$ cat config.mk
export PLATFORM = sky130hd
export DESIGN_NAME = clock_sweep_cache
export DESIGN_NICKNAME = d
export VERILOG_FILES = /design/src/csc_pkg.sv /design/src/csc_ram.sv /design/src/clock_sweep_cache.sv
export SDC_FILE = /design/constraint.sdc
export NUM_CORES = 1
export LEC_CHECK = 0
export BUFFER_PORTS_ARGS = -buffer_cell sky130_fd_sc_hd__buf_2
export CAP_MARGIN = 15
export CORE_MARGIN = 2
export CORE_UTILIZATION = 35
export DETAILED_ROUTE_END_ITERATION = 10
export GPL_ROUTABILITY_DRIVEN = 0
export SYNTH_ARGS = -nofsm -noshare
export SYNTH_HDL_FRONTEND = slang
export SYNTH_SLANG_ARGS = --single-unit
$ cat constraint.sdc
create_clock -name i_clk -period 16.4 [get_ports i_clk]
set_input_delay 3.28 -clock i_clk [delete_from_list [all_inputs] [get_ports i_clk]]
set_output_delay 3.28 -clock i_clk [all_outputs]
set_load 0.005 [all_outputs]
$ cat src/csc_pkg.sv
package csc_pkg;

    localparam int KEY_BITS     = 32;
    localparam int VALUE_BITS   = 32;
    localparam int CFG_BITS     = 5;
    localparam int IDX_OUT_BITS = 4;

    localparam logic [CFG_BITS-1:0] FRAMES_RESET = 5'd16;

    localparam logic FUNC_PUT = 1'b0;
    localparam logic FUNC_GET = 1'b1;

    typedef struct packed {
        logic                  func;
        logic [KEY_BITS-1:0]   key_in;
        logic [VALUE_BITS-1:0] value_in;
    } t_in_item;

    typedef struct packed {
        logic                    found;
        logic [VALUE_BITS-1:0]   value_out;
        logic [IDX_OUT_BITS-1:0] frame_index;
        logic                    replaced;
    } t_out_item;

    typedef enum logic {
        ST_IDLE,
        ST_SCAN
    } t_state;

endpackage

$ cat src/csc_ram.sv
module csc_ram #(
    parameter int WIDTH = 32,
    parameter int DEPTH = 16
) (
    input  logic                                  i_clk,
    input  logic                                  i_we,
    input  logic [((DEPTH > 1) ? $clog2(DEPTH) : 1)-1:0] i_waddr,
    input  logic [WIDTH-1:0]                      i_wdata,
    input  logic [((DEPTH > 1) ? $clog2(DEPTH) : 1)-1:0] i_raddr,
    output logic [WIDTH-1:0]                      o_rdata
);

    logic [WIDTH-1:0] r_mem [DEPTH];
    logic [WIDTH-1:0] r_rdata;

    always_ff @(posedge i_clk) begin
        if (i_we) begin
            r_mem[i_waddr] <= i_wdata;
        end
        r_rdata <= r_mem[i_raddr];
    end

    assign o_rdata = r_rdata;

endmodule

$ cat src/clock_sweep_cache.sv
// Key/value cache with clock-sweep replacement.
// Input channel (i_in_valid / o_in_ready / i_in_data) carries one item: a put
// (func 0) stores key and value, a get (func 1) looks up a key. Every item
// yields one result item on the output channel (o_out_valid / i_out_ready /
// o_out_data). i_cfg_we writes frames_in_use (active frame count, 0 acts as 1,
// above DEPTH acts as DEPTH); the user must write it only while the block is
// idle, as the block itself does not enforce this.
// Operation: one frame is visited per cycle through the key, value and usage
// RAMs. A put starts at the clock hand and ages each valid frame with nonzero
// usage until it finds a victim; a get scans from frame 0 until it hits or
// reaches the last active frame. The next item can be taken in the same cycle
// as the result shows, if the receiver is ready for that result.
// One item is in work at a time; o_in_ready is low during the scan and while
// an undelivered result sits in the output register, so a stalled receiver
// holds back the input. Reset clears valid bits, clock hand, the output valid
// flag and sets frames_in_use to 16; key, value and usage RAMs are not
// cleared (entries are read only when their valid bit is set).
module clock_sweep_cache #(
    parameter int DEPTH     = 16,
    parameter int USAGE_MAX = 7
) (
    input  logic                              i_clk,
    input  logic                              i_rst_n,
    input  logic                              i_in_valid,
    output logic                              o_in_ready,
    input  csc_pkg::t_in_item                 i_in_data,
    output logic                              o_out_valid,
    input  logic                              i_out_ready,
    output csc_pkg::t_out_item                o_out_data,
    input  logic                              i_cfg_we,
    input  logic [csc_pkg::CFG_BITS-1:0]      i_cfg_wdata
);

    localparam int IW = (DEPTH > 1) ? $clog2(DEPTH) : 1;
    localparam int UW = $clog2(USAGE_MAX + 1);
    localparam logic [IW-1:0] LAST_MAX = IW'(DEPTH - 1);
    localparam logic [UW-1:0] UMAX     = UW'(USAGE_MAX);

    csc_pkg::t_state    r_state, n_state;
    csc_pkg::t_in_item  r_item, n_item;
    csc_pkg::t_out_item r_out, n_out;
    logic               r_out_valid, n_out_valid;
    logic [IW-1:0]      r_p, n_p;
    logic [IW-1:0]      r_hand, n_hand;
    logic [DEPTH-1:0]   r_valid, n_valid;
    logic               r_fwd, n_fwd;
    logic [UW-1:0]      r_fwd_use, n_fwd_use;
    logic [csc_pkg::CFG_BITS-1:0] r_frames;

    logic [IW-1:0]      last_idx;
    logic [IW-1:0]      put_start;
    logic [IW-1:0]      p_next;
    logic [IW-1:0]      rd_addr;
    logic               kv_we;
    logic               use_we;
    logic [UW-1:0]      use_wdata;
    logic [UW-1:0]      use_rdata;
    logic [UW-1:0]      cur_use;
    logic [csc_pkg::KEY_BITS-1:0]   key_rdata;
    logic [csc_pkg::VALUE_BITS-1:0] value_rdata;
    logic               in_ready;

    csc_ram #(.WIDTH(csc_pkg::KEY_BITS), .DEPTH(DEPTH)) u_key_ram (
        .i_clk   (i_clk),
        .i_we    (kv_we),
        .i_waddr (r_p),
        .i_wdata (r_item.key_in),
        .i_raddr (rd_addr),
        .o_rdata (key_rdata)
    );

    csc_ram #(.WIDTH(csc_pkg::VALUE_BITS), .DEPTH(DEPTH)) u_value_ram (
        .i_clk   (i_clk),
        .i_we    (kv_we),
        .i_waddr (r_p),
        .i_wdata (r_item.value_in),
        .i_raddr (rd_addr),
        .o_rdata (value_rdata)
    );

    csc_ram #(.WIDTH(UW), .DEPTH(DEPTH)) u_usage_ram (
        .i_clk   (i_clk),
        .i_we    (use_we),
        .i_waddr (r_p),
        .i_wdata (use_wdata),
        .i_raddr (rd_addr),
        .o_rdata (use_rdata)
    );

    always_comb begin
        if (r_frames == '0) begin
            last_idx = '0;
        end else if (int'(r_frames) > DEPTH) begin
            last_idx = LAST_MAX;
        end else begin
            last_idx = IW'(r_frames - 1'b1);
        end
    end

    assign put_start = (r_hand > last_idx) ? '0 : r_hand;
    assign p_next    = (r_p == last_idx) ? '0 : r_p + 1'b1;
    assign cur_use   = r_fwd ? r_fwd_use : use_rdata;

    always_ff @(posedge i_clk) begin
        if (!i_rst_n) begin
            r_state     <= csc_pkg::ST_IDLE;
            r_out_valid <= 1'b0;
            r_hand      <= '0;
            r_valid     <= '0;
            r_fwd       <= 1'b0;
            r_frames    <= csc_pkg::FRAMES_RESET;
        end else begin
            r_state     <= n_state;
            r_out_valid <= n_out_valid;
            r_hand      <= n_hand;
            r_valid     <= n_valid;
            r_fwd       <= n_fwd;
            if (i_cfg_we) begin
                r_frames <= i_cfg_wdata;
            end
        end
    end

    always_ff @(posedge i_clk) begin
        r_item    <= n_item;
        r_out     <= n_out;
        r_p       <= n_p;
        r_fwd_use <= n_fwd_use;
    end

    always_comb begin
        n_state     = r_state;
        n_item      = r_item;
        n_out       = r_out;
        n_out_valid = r_out_valid && !i_out_ready;
        n_p         = r_p;
        n_hand      = r_hand;
        n_valid     = r_valid;
        n_fwd       = 1'b0;
        n_fwd_use   = r_fwd_use;
        rd_addr     = r_p;
        kv_we       = 1'b0;
        use_we      = 1'b0;
        use_wdata   = cur_use;
        in_ready    = 1'b0;
        unique case (r_state)
            csc_pkg::ST_IDLE: begin
                in_ready = !r_out_valid || i_out_ready;
                if (i_in_valid && in_ready) begin
                    n_item  = i_in_data;
                    n_state = csc_pkg::ST_SCAN;
                    if (i_in_data.func == csc_pkg::FUNC_PUT) begin
                        n_p = put_start;
                    end else begin
                        n_p = '0;
                    end
                    rd_addr = n_p;
                end
            end
            csc_pkg::ST_SCAN: begin
                if (r_item.func == csc_pkg::FUNC_PUT) begin
                    if (!r_valid[r_p] || cur_use == '0) begin
                        kv_we             = 1'b1;
                        use_we            = 1'b1;
                        use_wdata         = UW'(1);
                        n_valid[r_p]      = 1'b1;
                        n_hand            = p_next;
                        n_out_valid       = 1'b1;
                        n_out.found       = 1'b0;
                        n_out.value_out   = '0;
                        n_out.frame_index = csc_pkg::IDX_OUT_BITS'(r_p);
                        n_out.replaced    = r_valid[r_p];
                        n_state           = csc_pkg::ST_IDLE;
                    end else begin
                        // age the frame and move on to the next frame
                        use_we    = 1'b1;
                        use_wdata = cur_use - 1'b1;
                        n_p       = p_next;
                        rd_addr   = p_next;
                        n_fwd     = (p_next == r_p);
                        n_fwd_use = cur_use - 1'b1;
                    end
                end else begin
                    if (r_valid[r_p] && key_rdata == r_item.key_in) begin
                        use_we            = 1'b1;
                        use_wdata         = (cur_use == UMAX) ? cur_use : cur_use + 1'b1;
                        n_out_valid       = 1'b1;
                        n_out.found       = 1'b1;
                        n_out.value_out   = value_rdata;
                        n_out.frame_index = csc_pkg::IDX_OUT_BITS'(r_p);
                        n_out.replaced    = 1'b0;
                        n_state           = csc_pkg::ST_IDLE;
                    end else if (r_p == last_idx) begin
                        n_out_valid       = 1'b1;
                        n_out.found       = 1'b0;
                        n_out.value_out   = '0;
                        n_out.frame_index = '0;
                        n_out.replaced    = 1'b0;
                        n_state           = csc_pkg::ST_IDLE;
                    end else begin
                        n_p     = r_p + 1'b1;
                        rd_addr = r_p + 1'b1;
                    end
                end
            end
            default: begin
                n_state = csc_pkg::ST_IDLE;
            end
        endcase
    end

    assign o_in_ready  = in_ready;
    assign o_out_valid = r_out_valid;
    assign o_out_data  = r_out;

endmodule

==> results.toml <==
[timing]
fin_crit_sh = 0.479
max_freq_mhz = 127
tightest_slew_ps = 1110
rsz0062_at_grt = "false"
skew_ps = 56.6
setup_viol = 0
maxSlewViolCount = 0
min_period_ps = 7860
slew-limit-headroom = 0.257
holdWs_ps = 465
fin_tns_setup_ps = 0
hold_viol = 0

[global_route]
grt_pass1_vias = 29300
grt-ovfl-total = 0
grt_pass1_wl_um = 201000
grt_use_total = 0.183
antenna_found_initial = 6
grt_max_degree = 151

[synthesis]
yosys.area.top_type = "edfxtp_1"
syn_nets = 3043
syn_area_mm2 = 0.0508
synth_seq_area_share = 0.735
ys.flop_type = "edfxtp_1"
yosysTopAreaCellShare = 0.696
synth-seq-cells = 1277
synth_warnings = 0
netlist_instances = 2954
async_reset_ff_frac = 0
ys_types = 59
avgSynthCellArea_um2 = 17.2
synth_edf_count = 1178
synthTopCellsByArea = "edfxtp_1 70%, mux2i_1 8.2%, dfxtp_1 3.9%"

[clocking]
post_cts_buffers = 0
cts_sinks = 1277
h-tree-depth = 4
cts_tree = "built"
cts_root_buf = "clkbuf_16"
cts_resized = 0
cts-buffers-inserted = 136
cts_hold_buf = 0
clk_latency_ps = 770
clock_path_buffers = 3
cts.clk_slew.worst_paths_ps = 60

[floorplanning]
die_w_um = 385
core-area_mm2 = 0.144
dieArea_mm2 = 0.148
ios = 115
die_h_um = 385
initial_core_util = 0.353
rows = 139

[finish]
area_delta_synth_final_pct = 14.0
final_nets = 3100
drive_gt1_frac = 0.135
fin_cells = 5030
final_cell_mix = "1,178 x edfxtp_1, 414 x mux2i_1, 202 x o31a_1, 202 x a221oi_1, 200 x a2111oi_0"
layout_commonest_cell = "edfxtp_1"

[run]
maxCapViolCount = 0

[power_and_ir_drop]
power_frac_comb = 0.184
peakVddDrop_uv = 98.2
power.density_mw_per_mm2 = 148
p_leak_nw = 19.8
clock_power_share = 0.362
switching_share = 0.284
power_frac_seq = 0.455
p_int_mw = 6.12
switching_power_mw = 2.43

[route]
wl_um = 138000
antenna_left = 0
routedWlPerCell_um = 27.5
via_per_inst = 5.81
drc = 0
drtIter0Drc = 3106
vias = 29200
first_pass_iters = 5

[place]
dp_hpwl_um = 67700
portBuffers = 114
numPlacedInstances = 4774

[setup_path]
crit_top_cell = "buf_4"
end_kind = "flip-flop"
critical_path_class = "input port to flip-flop"
path_cells = "buf_2 > nor2b_1 > nand2b_1 > nor2_1 > a31oi_1 > a311oi_4 > buf_4 > nand2_4 > inv_6 > buf_4 > a2111oi_0 > a2111o_1"
crit_path_max_incr_delay_ps = 940
arrival_ps = 8490
slowest_stage = "inv_6"
crit_path_max_fanout = 111
cp.required_ps = 17030
critical-path-top-delay-family = "buffers and inverters"
critPathBufInv = 4
crit_path_start_kind = "input port"

[min_path]
holdCritPathClass = "flip-flop to flip-flop"

[outcome]
status = "finished clean"
synthesized netlist by cell type (5+ instances only):
cell type,number
edfxtp_1,1178
mux2i_1,415
a221oi_1,202
o31a_1,202
a2111oi_0,200
clkbuf_1,188
dfxtp_1,99
a2111o_1,67
buf_2,57
nor2_1,49
and3_1,38
xnor2_1,34
nand2_1,29
inv_1,19
o21a_1,18
buf_6,15
ha_1,14
a21oi_1,11
nand4_1,9
o21ai_0,9
and2_1,8
nand3_1,8
nor3_1,8
buf_4,6
a22oi_1,5
a31oi_1,5
final cells by class:
class                      instances  area, µm²
fill                           12900      85900
sequential                      1277      37400
multi-input combinational       1383      12400
clock buffer                     199       3880
tap                             1903       2380
timing repair buffer             188       1180
clock inverter                    53        639
inverter                          25        108
antenna                            2       5.00
kinds of logic (layout without fill, tap and decap cells):
kind of cell    Yosys count  in the layout  share of synthesized area
buf+inv                 294            465                     0.0258
other cells               0              2                          0
simple gates            170            170                     0.0172
mux                     419            419                     0.0829
flops                  1277           1277                      0.735
fa+ha+maj                15             15                    0.00364
xor+xnor                 36             36                    0.00621
compound gates          743            743                      0.129
metrics by stage:
step	utilization	cell area (µm²)	worst slack [ps]	total power, mW
6_report	0.403	57900	8540	8.55
5_1_grt	0.403	57900	8360	8.85
4_1_cts	0.403	57900	8680	8.60
3_5_place_dp	0.371	53400	7900	5.52
3_3_place_gp	0.371	53400	8050	5.50
2_1_floorplan	-	50800	9580	4.98
metal layers:
metal | vias up | global-route usage | part of all wire
met1 | 15300 | 0.263 | 0.45
met4 | 0 | 0.0525 | 0.019
met2 | 1210 | 0.283 | 0.46
met3 | 192 | 0.0330 | 0.073
met5 | - | 0 | 0
li1 | 12500 | - | -
registers in the layout (all words and copies together) (netlist names), 3 cells and up:
| register | flops |
|---|---|
| u_key_ram.o_rdata | 32 |
| u_usage_ram.r_mem | 48 |
| r_frames | 5 |
| u_key_ram.r_mem | 512 |
| o_out_data | 38 |
| u_value_ram.o_rdata | 32 |
| r_p | 4 |
| r_valid | 16 |
| r_fwd_use | 3 |
| u_usage_ram.o_rdata | 3 |
| r_hand | 4 |
| r_item | 65 |
| u_value_ram.r_mem | 512 |
final timing paths:
check / to / startpoint / cells past startpoint / slack, ps
setup reg to reg: u_value_ram.o_rdata[9]$_DFF_P_ / r_frames[0]$_SDFFE_PN0P_ / 17 / 9010
setup / recovery: u_value_ram.o_rdata[9]$_DFF_P_ / i_out_ready / 12 / 8540
hold reg to reg: r_valid[1]$_SDFFE_PN0P_ / r_valid[1]$_SDFFE_PN0P_ / 1 / 470
hold / removal: r_valid[1]$_SDFFE_PN0P_ / r_valid[1]$_SDFFE_PN0P_ / 1 / 470
power groups by stage:
stage | Sequential [mW] | Clock [mW] | Combinational [mW]
2_1_floorplan | 3.89 | 0 | 1.09
3_3_place_gp | 3.96 | 0 | 1.55
3_5_place_dp | 3.96 | 0 | 1.56
4_1_cts | 3.89 | 3.15 | 1.57
5_1_grt | 3.90 | 3.27 | 1.68
6_report | 3.89 | 3.09 | 1.57
(Power assumes the default switching activity.)
